**src/hdl/hsc_pkg.sv**
```systemverilog
package hsc_pkg;

    typedef logic [5:0] reg_id_t;
    typedef logic [2:0] stage_t;

    localparam reg_id_t REG_RA    = 6'd31;
    localparam reg_id_t REG_HILO  = 6'd33;
    localparam reg_id_t REG_EMPTY = 6'd63;

    // pipeline stage numbers (IF1=1 .. MEM2=7)
    localparam stage_t STG_NONE = 3'd0;
    localparam stage_t STG_ID   = 3'd3;
    localparam stage_t STG_EXE1 = 3'd4;
    localparam stage_t STG_EXE2 = 3'd5;
    localparam stage_t STG_MEM2 = 3'd7;

    localparam logic [1:0] FLUSH_NONE = 2'd0;
    localparam logic [1:0] FLUSH_CTL  = 2'd2;

    localparam logic [5:0] OP_SPECIAL = 6'h00;
    localparam logic [5:0] OP_J       = 6'h02;
    localparam logic [5:0] OP_JAL     = 6'h03;
    localparam logic [5:0] OP_BEQ     = 6'h04;
    localparam logic [5:0] OP_BNE     = 6'h05;
    localparam logic [5:0] OP_ADDIU   = 6'h09;
    localparam logic [5:0] OP_ANDI    = 6'h0c;
    localparam logic [5:0] OP_LUI     = 6'h0f;
    localparam logic [5:0] OP_TRAP    = 6'h1a;
    localparam logic [5:0] OP_LW      = 6'h23;
    localparam logic [5:0] OP_SW      = 6'h2b;

    localparam logic [5:0] FN_SLL  = 6'h00;
    localparam logic [5:0] FN_SRA  = 6'h03;
    localparam logic [5:0] FN_JR   = 6'h08;
    localparam logic [5:0] FN_MFHI = 6'h10;
    localparam logic [5:0] FN_MFLO = 6'h12;
    localparam logic [5:0] FN_MULT = 6'h18;
    localparam logic [5:0] FN_DIV  = 6'h1a;
    localparam logic [5:0] FN_ADDU = 6'h21;
    localparam logic [5:0] FN_SUBU = 6'h23;
    localparam logic [5:0] FN_SLT  = 6'h2a;

    localparam logic [3:0] TRAP_HALT = 4'h0;
    localparam logic [3:0] TRAP_PUTI = 4'h1;
    localparam logic [3:0] TRAP_GETI = 4'h5;
    localparam logic [3:0] TRAP_NOP  = 4'ha;

    localparam logic [31:0] PIPE_FILL = 32'd7;

    typedef struct packed {
        reg_id_t    src0;
        reg_id_t    src1;
        stage_t     need0;
        stage_t     need1;
        logic [1:0] nsrc;
        logic       push;
        reg_id_t    dest;
        stage_t     ready;
        logic [1:0] flush;
        logic       unsup;
    } dec_t;

    typedef enum logic [2:0] {
        ST_IDLE,
        ST_CHECK,
        ST_BUBBLE,
        ST_PUSH,
        ST_SUM,
        ST_DONE
    } state_t;

endpackage

```
**src/hdl/hsc_in_if.sv**
```systemverilog
interface hsc_in_if;
    logic        valid;
    logic        ready;
    logic [31:0] instr_word;
    logic        branch_taken;
    logic        divisor_zero;

    modport source (output valid, output instr_word, output branch_taken,
                    output divisor_zero, input ready);
    modport sink   (input valid, input instr_word, input branch_taken,
                    input divisor_zero, output ready);
endinterface

```
**src/hdl/hsc_out_if.sv**
```systemverilog
interface hsc_out_if;
    logic        valid;
    logic        ready;
    logic [3:0]  stall_added;
    logic [1:0]  flush_added;
    logic        unsupported;
    logic [31:0] instr_total;
    logic [31:0] bubble_total;
    logic [31:0] flush_total;
    logic [31:0] cycle_total;

    modport source (output valid, output stall_added, output flush_added,
                    output unsupported, output instr_total, output bubble_total,
                    output flush_total, output cycle_total, input ready);
    modport sink   (input valid, input stall_added, input flush_added,
                    input unsupported, input instr_total, input bubble_total,
                    input flush_total, input cycle_total, output ready);
endinterface

```
**src/hdl/pipeline_hazard_stall_counter.sv**
```systemverilog
// Each accepted beat steps through ST_CHECK (once per source, with ST_BUBBLE runs for
// stalls), ST_PUSH, ST_SUM and ST_DONE before its result beat; the history shifter inserts
// one bubble per cycle, and only one instruction is handled at a time.
// The input is ready again once the result sits in the output register.
// Reset: rst_n asynchronous active low; clears history to register 0 / stage 0,
// zeroes the instruction, bubble and flush counters and drops the result valid.
module pipeline_hazard_stall_counter import hsc_pkg::*;
#(
    parameter int HISTORY_DEPTH = 8
)
(
    input  logic       clk,
    input  logic       rst_n,
    hsc_in_if.sink     instr,
    hsc_out_if.source  result
);

    state_t      state_reg, state_next;
    dec_t        dec_in;
    dec_t        dec_reg, dec_next;
    logic [1:0]  src_idx_reg, src_idx_next;
    logic [2:0]  bub_rem_reg, bub_rem_next;
    logic [3:0]  stall_reg, stall_next;
    logic [31:0] instr_cnt_reg, instr_cnt_next;
    logic [31:0] bubble_cnt_reg, bubble_cnt_next;
    logic [31:0] flush_cnt_reg, flush_cnt_next;
    logic [31:0] sum_reg, sum_next;

    logic        out_valid_reg, out_valid_next;
    logic [3:0]  o_stall_reg, o_stall_next;
    logic [1:0]  o_flush_reg, o_flush_next;
    logic        o_unsup_reg, o_unsup_next;
    logic [31:0] o_instr_reg, o_instr_next;
    logic [31:0] o_bubble_reg, o_bubble_next;
    logic [31:0] o_flush_tot_reg, o_flush_tot_next;
    logic [31:0] o_cycle_reg, o_cycle_next;

    reg_id_t     key;
    stage_t      need;
    logic        hit;
    stage_t      hit_stage;
    logic        push_en;
    reg_id_t     push_dest;
    stage_t      push_stage;

    hsc_decode u_decode (
        .instr_word   (instr.instr_word),
        .branch_taken (instr.branch_taken),
        .divisor_zero (instr.divisor_zero),
        .dec          (dec_in)
    );

    hsc_history #(.DEPTH(HISTORY_DEPTH)) u_history (
        .clk        (clk),
        .rst_n      (rst_n),
        .key        (key),
        .hit        (hit),
        .hit_stage  (hit_stage),
        .push_en    (push_en),
        .push_dest  (push_dest),
        .push_stage (push_stage)
    );

    assign key  = src_idx_reg[0] ? dec_reg.src1  : dec_reg.src0;
    assign need = src_idx_reg[0] ? dec_reg.need1 : dec_reg.need0;

    assign instr.ready  = (state_reg == ST_IDLE);
    assign result.valid        = out_valid_reg;
    assign result.stall_added  = o_stall_reg;
    assign result.flush_added  = o_flush_reg;
    assign result.unsupported  = o_unsup_reg;
    assign result.instr_total  = o_instr_reg;
    assign result.bubble_total = o_bubble_reg;
    assign result.flush_total  = o_flush_tot_reg;
    assign result.cycle_total  = o_cycle_reg;

    always_comb
    begin
        state_next       = state_reg;
        dec_next         = dec_reg;
        src_idx_next     = src_idx_reg;
        bub_rem_next     = bub_rem_reg;
        stall_next       = stall_reg;
        instr_cnt_next   = instr_cnt_reg;
        bubble_cnt_next  = bubble_cnt_reg;
        flush_cnt_next   = flush_cnt_reg;
        sum_next         = sum_reg;
        out_valid_next   = out_valid_reg && !result.ready;
        o_stall_next     = o_stall_reg;
        o_flush_next     = o_flush_reg;
        o_unsup_next     = o_unsup_reg;
        o_instr_next     = o_instr_reg;
        o_bubble_next    = o_bubble_reg;
        o_flush_tot_next = o_flush_tot_reg;
        o_cycle_next     = o_cycle_reg;
        push_en          = 1'b0;
        push_dest        = REG_EMPTY;
        push_stage       = STG_NONE;

        unique case (state_reg)
            ST_IDLE:
            begin
                if (instr.valid)
                begin
                    dec_next       = dec_in;
                    src_idx_next   = 2'd0;
                    stall_next     = 4'd0;
                    instr_cnt_next = instr_cnt_reg + 32'd1;
                    state_next     = ST_CHECK;
                end
            end
            ST_CHECK:
            begin
                if (src_idx_reg >= dec_reg.nsrc)
                    state_next = ST_PUSH;
                else if (hit && (hit_stage > need))
                begin
                    bub_rem_next = hit_stage - need;
                    stall_next   = stall_reg + {1'b0, hit_stage - need};
                    state_next   = ST_BUBBLE;
                end
                else
                    src_idx_next = src_idx_reg + 2'd1;
            end
            ST_BUBBLE:
            begin
                push_en      = 1'b1;
                bub_rem_next = bub_rem_reg - 3'd1;
                if (bub_rem_reg == 3'd1)
                begin
                    src_idx_next = src_idx_reg + 2'd1;
                    state_next   = ST_CHECK;
                end
            end
            ST_PUSH:
            begin
                push_en         = dec_reg.push;
                push_dest       = dec_reg.dest;
                push_stage      = dec_reg.ready;
                bubble_cnt_next = bubble_cnt_reg + {28'd0, stall_reg};
                flush_cnt_next  = flush_cnt_reg + {30'd0, dec_reg.flush};
                state_next      = ST_SUM;
            end
            ST_SUM:
            begin
                sum_next   = instr_cnt_reg + bubble_cnt_reg;
                state_next = ST_DONE;
            end
            ST_DONE:
            begin
                if (!out_valid_reg || result.ready)
                begin
                    out_valid_next   = 1'b1;
                    o_stall_next     = stall_reg;
                    o_flush_next     = dec_reg.flush;
                    o_unsup_next     = dec_reg.unsup;
                    o_instr_next     = instr_cnt_reg;
                    o_bubble_next    = bubble_cnt_reg;
                    o_flush_tot_next = flush_cnt_reg;
                    o_cycle_next     = sum_reg + flush_cnt_reg + PIPE_FILL;
                    state_next       = ST_IDLE;
                end
            end
            default:
                state_next = ST_IDLE;
        endcase
    end

    always_ff @(posedge clk or negedge rst_n)
    begin
        if (!rst_n)
        begin
            state_reg      <= ST_IDLE;
            src_idx_reg    <= 2'd0;
            bub_rem_reg    <= 3'd0;
            stall_reg      <= 4'd0;
            instr_cnt_reg  <= '0;
            bubble_cnt_reg <= '0;
            flush_cnt_reg  <= '0;
            out_valid_reg  <= 1'b0;
        end
        else
        begin
            state_reg      <= state_next;
            src_idx_reg    <= src_idx_next;
            bub_rem_reg    <= bub_rem_next;
            stall_reg      <= stall_next;
            instr_cnt_reg  <= instr_cnt_next;
            bubble_cnt_reg <= bubble_cnt_next;
            flush_cnt_reg  <= flush_cnt_next;
            out_valid_reg  <= out_valid_next;
        end
    end

    always_ff @(posedge clk)
    begin
        dec_reg         <= dec_next;
        sum_reg         <= sum_next;
        o_stall_reg     <= o_stall_next;
        o_flush_reg     <= o_flush_next;
        o_unsup_reg     <= o_unsup_next;
        o_instr_reg     <= o_instr_next;
        o_bubble_reg    <= o_bubble_next;
        o_flush_tot_reg <= o_flush_tot_next;
        o_cycle_reg     <= o_cycle_next;
    end

endmodule

```
**src/hdl/hsc_decode.sv**
```systemverilog
module hsc_decode import hsc_pkg::*;
(
    input  logic [31:0] instr_word,
    input  logic        branch_taken,
    input  logic        divisor_zero,
    output dec_t        dec
);

    logic [5:0] op;
    logic [5:0] funct;
    logic [3:0] code;
    reg_id_t    rs;
    reg_id_t    rt;
    reg_id_t    rd;

    assign op    = instr_word[31:26];
    assign funct = instr_word[5:0];
    assign code  = instr_word[3:0];
    assign rs    = {1'b0, instr_word[25:21]};
    assign rt    = {1'b0, instr_word[20:16]};
    assign rd    = {1'b0, instr_word[15:11]};

    always_comb
    begin
        dec       = '0;
        dec.push  = 1'b1;
        dec.dest  = REG_EMPTY;
        dec.ready = STG_NONE;
        dec.flush = FLUSH_NONE;
        unique case (op)
            OP_SPECIAL:
            begin
                unique case (funct)
                    FN_SLL, FN_SRA:
                    begin
                        dec.src0 = rs; dec.need0 = STG_EXE1; dec.nsrc = 2'd1;
                        dec.dest = rd; dec.ready = STG_EXE2;
                    end
                    FN_JR:
                    begin
                        dec.flush = FLUSH_CTL;
                        dec.src0 = rs; dec.need0 = STG_ID; dec.nsrc = 2'd1;
                    end
                    FN_MFHI, FN_MFLO:
                    begin
                        dec.src0 = REG_HILO; dec.need0 = STG_EXE1; dec.nsrc = 2'd1;
                        dec.dest = rd; dec.ready = STG_MEM2;
                    end
                    FN_MULT:
                    begin
                        dec.src0 = rs; dec.src1 = rt;
                        dec.need0 = STG_EXE1; dec.need1 = STG_EXE1; dec.nsrc = 2'd2;
                        dec.dest = REG_HILO; dec.ready = STG_MEM2;
                    end
                    FN_DIV:
                    begin
                        if (divisor_zero)
                        begin
                            dec.src0 = rt; dec.need0 = STG_EXE1; dec.nsrc = 2'd1;
                        end
                        else
                        begin
                            dec.src0 = rs; dec.src1 = rt;
                            dec.need0 = STG_EXE1; dec.need1 = STG_EXE1; dec.nsrc = 2'd2;
                            dec.dest = REG_HILO; dec.ready = STG_MEM2;
                        end
                    end
                    FN_ADDU, FN_SUBU, FN_SLT:
                    begin
                        dec.src0 = rs; dec.src1 = rt;
                        dec.need0 = STG_EXE1; dec.need1 = STG_EXE1; dec.nsrc = 2'd2;
                        dec.dest = rd; dec.ready = STG_EXE2;
                    end
                    default:
                    begin
                        dec.unsup = 1'b1; dec.push = 1'b0;
                    end
                endcase
            end
            OP_J:
                dec.flush = FLUSH_CTL;
            OP_JAL:
            begin
                dec.flush = FLUSH_CTL; dec.dest = REG_RA; dec.ready = STG_ID;
            end
            OP_BEQ, OP_BNE:
            begin
                if (branch_taken)
                    dec.flush = FLUSH_CTL;
                dec.src0 = rs; dec.src1 = rt;
                dec.need0 = STG_ID; dec.need1 = STG_ID; dec.nsrc = 2'd2;
            end
            OP_ADDIU, OP_ANDI:
            begin
                dec.src0 = rs; dec.need0 = STG_EXE1; dec.nsrc = 2'd1;
                dec.dest = rt; dec.ready = STG_EXE2;
            end
            OP_LUI:
            begin
                dec.dest = rt; dec.ready = STG_EXE2;
            end
            OP_TRAP:
            begin
                priority if (code == TRAP_PUTI)
                begin
                    dec.src0 = rs; dec.need0 = STG_EXE1; dec.nsrc = 2'd1;
                end
                else if (code == TRAP_GETI)
                begin
                    dec.dest = rt; dec.ready = STG_EXE2;
                end
                else
                begin
                    dec.push  = 1'b0;
                    dec.unsup = (code != TRAP_HALT) && (code != TRAP_NOP);
                end
            end
            OP_LW:
            begin
                dec.src0 = rs; dec.need0 = STG_EXE1; dec.nsrc = 2'd1;
                dec.dest = rt; dec.ready = STG_MEM2;
            end
            OP_SW:
            begin
                dec.src0 = rt; dec.src1 = rs;
                dec.need0 = STG_MEM2; dec.need1 = STG_MEM2; dec.nsrc = 2'd2;
            end
            default:
            begin
                dec.unsup = 1'b1; dec.push = 1'b0;
            end
        endcase
    end

endmodule

```
**src/hdl/hsc_history.sv**
```systemverilog
module hsc_history import hsc_pkg::*;
#(
    parameter int DEPTH = 8
)
(
    input  logic    clk,
    input  logic    rst_n,
    input  reg_id_t key,
    output logic    hit,
    output stage_t  hit_stage,
    input  logic    push_en,
    input  reg_id_t push_dest,
    input  stage_t  push_stage
);

    reg_id_t dest_reg  [DEPTH];
    stage_t  stage_reg [DEPTH];
    reg_id_t dest_next [DEPTH];
    stage_t  stage_next[DEPTH];

    // youngest match wins: scan oldest first so index 0 overrides
    always_comb
    begin
        hit       = 1'b0;
        hit_stage = STG_NONE;
        for (int i = DEPTH - 1; i >= 0; i--)
        begin
            if (dest_reg[i] == key)
            begin
                hit       = 1'b1;
                hit_stage = stage_reg[i];
            end
        end
    end

    // shared shift unit: age every ready stage (saturating), then shift
    always_comb
    begin
        dest_next[0]  = push_dest;
        stage_next[0] = push_stage;
        for (int i = 1; i < DEPTH; i++)
        begin
            dest_next[i]  = dest_reg[i-1];
            stage_next[i] = (stage_reg[i-1] != STG_NONE) ? stage_reg[i-1] - 3'd1
                                                         : STG_NONE;
        end
    end

    always_ff @(posedge clk or negedge rst_n)
    begin
        if (!rst_n)
        begin
            for (int i = 0; i < DEPTH; i++)
            begin
                dest_reg[i]  <= '0;
                stage_reg[i] <= STG_NONE;
            end
        end
        else if (push_en)
        begin
            for (int i = 0; i < DEPTH; i++)
            begin
                dest_reg[i]  <= dest_next[i];
                stage_reg[i] <= stage_next[i];
            end
        end
    end

endmodule

```
**src/flat_wrapper.sv**
```systemverilog
// flat-port wrapper written by rule: the top's interface ports become plain ports
module pipeline_hazard_stall_counter_flat import hsc_pkg::*;
#(
    parameter int HISTORY_DEPTH = 8
)
  (clk, rst_n, instr_valid, instr_instr_word, instr_branch_taken, instr_divisor_zero, instr_ready, result_valid, result_stall_added, result_flush_added, result_unsupported, result_instr_total, result_bubble_total, result_flush_total, result_cycle_total, result_ready);
  hsc_in_if instr_i ();
  hsc_out_if result_i ();
  input  logic clk;
  input  logic rst_n;
  input wire logic [$bits(instr_i.valid)-1:0] instr_valid;
  input wire logic [$bits(instr_i.instr_word)-1:0] instr_instr_word;
  input wire logic [$bits(instr_i.branch_taken)-1:0] instr_branch_taken;
  input wire logic [$bits(instr_i.divisor_zero)-1:0] instr_divisor_zero;
  output wire logic [$bits(instr_i.ready)-1:0] instr_ready;
  output wire logic [$bits(result_i.valid)-1:0] result_valid;
  output wire logic [$bits(result_i.stall_added)-1:0] result_stall_added;
  output wire logic [$bits(result_i.flush_added)-1:0] result_flush_added;
  output wire logic [$bits(result_i.unsupported)-1:0] result_unsupported;
  output wire logic [$bits(result_i.instr_total)-1:0] result_instr_total;
  output wire logic [$bits(result_i.bubble_total)-1:0] result_bubble_total;
  output wire logic [$bits(result_i.flush_total)-1:0] result_flush_total;
  output wire logic [$bits(result_i.cycle_total)-1:0] result_cycle_total;
  input wire logic [$bits(result_i.ready)-1:0] result_ready;
  assign instr_i.valid = instr_valid;
  assign instr_i.instr_word = instr_instr_word;
  assign instr_i.branch_taken = instr_branch_taken;
  assign instr_i.divisor_zero = instr_divisor_zero;
  assign instr_ready = instr_i.ready;
  assign result_valid = result_i.valid;
  assign result_stall_added = result_i.stall_added;
  assign result_flush_added = result_i.flush_added;
  assign result_unsupported = result_i.unsupported;
  assign result_instr_total = result_i.instr_total;
  assign result_bubble_total = result_i.bubble_total;
  assign result_flush_total = result_i.flush_total;
  assign result_cycle_total = result_i.cycle_total;
  assign result_i.ready = result_ready;
  pipeline_hazard_stall_counter #(.HISTORY_DEPTH(HISTORY_DEPTH)) u_core (.clk(clk), .rst_n(rst_n), .instr(instr_i), .result(result_i));
endmodule
```
**config.mk**
```make
export PLATFORM = sky130hd
export DESIGN_NAME = pipeline_hazard_stall_counter_flat
export DESIGN_NICKNAME = d
export VERILOG_FILES = /design/src/hdl/hsc_pkg.sv /design/src/hdl/hsc_in_if.sv /design/src/hdl/hsc_out_if.sv /design/src/hdl/pipeline_hazard_stall_counter.sv /design/src/hdl/hsc_decode.sv /design/src/hdl/hsc_history.sv /design/src/flat_wrapper.sv
export SDC_FILE = /design/constraint.sdc
export NUM_CORES = 1
export LEC_CHECK = 0
export BUFFER_PORTS_ARGS = -buffer_cell sky130_fd_sc_hd__buf_4
export CAP_MARGIN = 20
export CORE_ASPECT_RATIO = 0.7
export CORE_MARGIN = 2
export CORE_UTILIZATION = 55
export DETAILED_ROUTE_END_ITERATION = 16
export GPL_TIMING_DRIVEN = 0
export HOLD_SLACK_MARGIN = 0.02
export PLACE_DENSITY = 0.74
export SETUP_SLACK_MARGIN = 0.02
export SKIP_CTS_REPAIR_TIMING = 1
export SLEW_MARGIN = 20
export SYNTH_ARGS = -nofsm -noshare
export SYNTH_HDL_FRONTEND = slang
export SYNTH_SLANG_ARGS = --single-unit
export TNS_END_PERCENT = 1
```
**constraint.sdc**
```tcl
create_clock -name clk -period 7.67 [get_ports clk]
set_input_delay 1.534 -clock clk [delete_from_list [all_inputs] [get_ports clk]]
set_output_delay 1.534 -clock clk [all_outputs]
set_load 0.01 [all_outputs]
```
==> metrics.txt <==
status finished, final reports clean; Routed Antenna Nets 0; Synth cell types 73; Register Area 10300 um2; NetSw 0.00220 W; fin cells 2449; Final min period 4.53 ns; Initial Util 55.6%; #FFs+latches synth 374; most frequent cells in the layout nand2_1, edfxtp_1, dfrtp_1, buf_4, xnor2_1; worst hold path type flop to flop; worst hold start u_core.dec_reg[0]; switching share of total power 32.5%; Die W 227 um; Placed Cells 2382; Worst setup SP type flop; max reg flops 42; FP Rows 57; critical path's slowest cell nor4_1; internal power 0.00457 W; area grow syn2layout 16.8%; vias 13900; max-cap violations 0; Total Routing Usage GR 23.8%; Post-Syn Instances 1740; power per cell area 302 nW/um2; mean post-synth cell area 11.0 um2; Hold Vio Cnt, Final 0; core footprint 34500 um2; Clock Power Share 28.2%; Req. time, crit path 8.11 ns; crit path cell chain buf_6 > buf_6 > mux2i_4 > xnor2_1 > nor4_1 > nand2_1 > nand3_1 > o22ai_1 > a21o_1 > ha_1 > fa_1 > inv_1 > ha_1 > a21o_1 > a21oi_1 > or3_1 > a21oi_1; clock skew 0.0214 ns; CTS HTree Levels 2; drt wl/cell 17.5 um; worst hold stages 0; IR drop worst, VDD 0.251 mV; combinational power share 28.8%; crit end category flop; DRC 0; detailed placer's ending HPWL 31600 um; Seq/Total Area, Yosys 53.8%; Clk pin slew, worst setup/hold paths 0.06 ns; Worst Path Class, Setup flop to flop; Crit path largest cell delay 0.57 ns; Worst-Skew Late Latency 0.53 ns; first-pass GRT wire length 69300 um; Max FO, Critical Path 10; fillcell total 2700; Final setup viols 0; Hold EP u_core.result.unsupported; top achievable clock speed 0.221 GHz; CP arrival 4.97 ns; CTS Buf Count 37; layout cells sized above 1 12.8%; CTS sink cnt 374; unrepaired setup endpoints after global routing no; Pins Over Slew Limit 0; CP Buf/Inv Count 3; sequential share of power 43.0%; top post-synthesis cells by area edfxtp_1, dfrtp_1, ha_1; CTS tree done; largest net degree at the start of global routing 92; Max-slew headroom 46.0%; Final Wtd Congestion 0.881; RR Startpoint u_core.src_idx_reg[0]; Die Y-Extent 160 um; Synth area leader edfxtp_1; final setup TNS 0 ns; crit-path leading delay family simple AND/OR/NAND/NOR gates; Ports 175; Clock Path Buffers 3; Leak 9.85 nW; drt via density 5.66; Clock Tree Root clkbuf_16; EDFF count, synth 194; Worst R2R Setup Slack 3.14 ns; vias in the first global route 13300; multi-input logic area 8430 um2; Ys Warns 0; commonest non-fill, non-tap cell in the layout nand2_1; final net count 2114; Diodes inserted 0; period utilisation layout 59.0%; Die ar. 36500 um2; worst r2r path cells 17; I/O Buffers 162; drt pass-1 iters 6; Critical R2R Capture u_core.stall_reg[3]; Remaining Overflow, GRT 0; Worst-Margin Slew 0.804 ns; initial antenna violation count 1; post-layout util 65.0%; post-synth top area share 30.3%; top_reg_cell synth edfxtp_1; FFs w/ async S/R, synth 48.1%; routed wire length 42800 um; cell area after synthesis 19200 um2; drt initial violations 1283
[power by group through the flow]
stage | registers, W | logic, W | clock network (W)
after detailed placement | 0.00295 | 0.00194 | 0
after CTS | 0.00291 | 0.00196 | 0.00194
after global placement | 0.00297 | 0.00184 | 0
after global routing | 0.00296 | 0.00217 | 0.00203
final | 0.00291 | 0.00195 | 0.00191
after floorplan | 0.00293 | 0.00128 | 0
[cell usage after synthesis (7+ instances only)]
cell type / number
nand2_1: 279
edfxtp_1: 194
dfrtp_1: 180
xnor2_1: 156
ha_1: 122
nor2_1: 75
nand3_1: 73
a21oi_1: 70
inv_1: 69
o21ai_0: 66
xor2_1: 44
clkbuf_1: 37
a21o_1: 27
and3_1: 25
nor3_1: 25
a31oi_1: 22
nand4_1: 22
o31ai_1: 17
nor2b_1: 16
a211oi_1: 13
nand2b_1: 13
o211ai_1: 13
a22o_1: 10
a22oi_1: 10
and4_1: 10
o21bai_1: 10
or3_1: 10
nor4_1: 9
o22a_1: 9
or2_2: 9
a211o_1: 8
mux2i_1: 8
nand3b_1: 8
o21a_1: 7
[area by class of cell]
type / count / share of cell area (%)
timing repair buffer: 169 / 5.98
clock buffer: 47 / 4.57
multi-input combinational: 1250 / 37.6
tap: 472 / 2.63
buffer: 47 / 0.898
sequential: 374 / 46.1
inverter: 70 / 1.18
clock inverter: 20 / 1.12
[layer usage]
layer	up-vias	track usage, %	part of all wire, %
li1	6672	-	-
met1	6670	36.3	48
met2	445	35.6	44
met3	73	3.29	5.8
met4	0	7.37	2.6
met5	-	0	0
[cells by family (layout without fill, tap and decap cells)]
family,count (synthesis),count (layout),synth area share (%)
flops,374,374,53.8
xor+xnor,200,200,9.12
fa+ha+maj,127,127,8.47
compound gates,316,316,10.9
simple gates,593,593,14.5
other cells,1,2,0.0195
mux,12,12,0.840
buf+inv,117,353,2.42
[through the flow]
| stage | total power, W | worst slack [ns] | hold WS, ns | instance area [um2] |
|---|---|---|---|---|
| 2_1_floorplan | 0.00421 | 2.34 | 0.400 | 19200 |
| 3_3_place_gp | 0.00480 | 0.865 | 0.407 | 21000 |
| 3_5_place_dp | 0.00489 | 3.25 | 0.410 | 21200 |
| 4_1_cts | 0.00681 | 3.24 | 0.425 | 22400 |
| 5_1_grt | 0.00716 | 2.88 | 0.426 | 22400 |
| 6_report | 0.00677 | 3.14 | 0.420 | 22400 |
[worst max-delay path by stage]
| stage | from | to | slack, ns | cells past startpoint |
|---|---|---|---|---|
| 3_5_place_dp | u_core.src_idx_reg[0] | u_core.stall_reg[3] | 3.25 | 18 |
| 3_3_place_gp | result_ready | u_core.result.instr_total[28] | 0.86 | 3 |
| 4_1_cts | u_core.src_idx_reg[0] | u_core.stall_reg[3] | 3.24 | 18 |
| 2_1_floorplan | result_ready | u_core.result.bubble_total[0] | 2.34 | 2 |
| 5_1_grt | u_core.src_idx_reg[0] | u_core.stall_reg[3] | 2.88 | 18 |
| 6_report | u_core.src_idx_reg[0] | u_core.stall_reg[3] | 3.14 | 17 |
(Power assumes the default switching activity.)
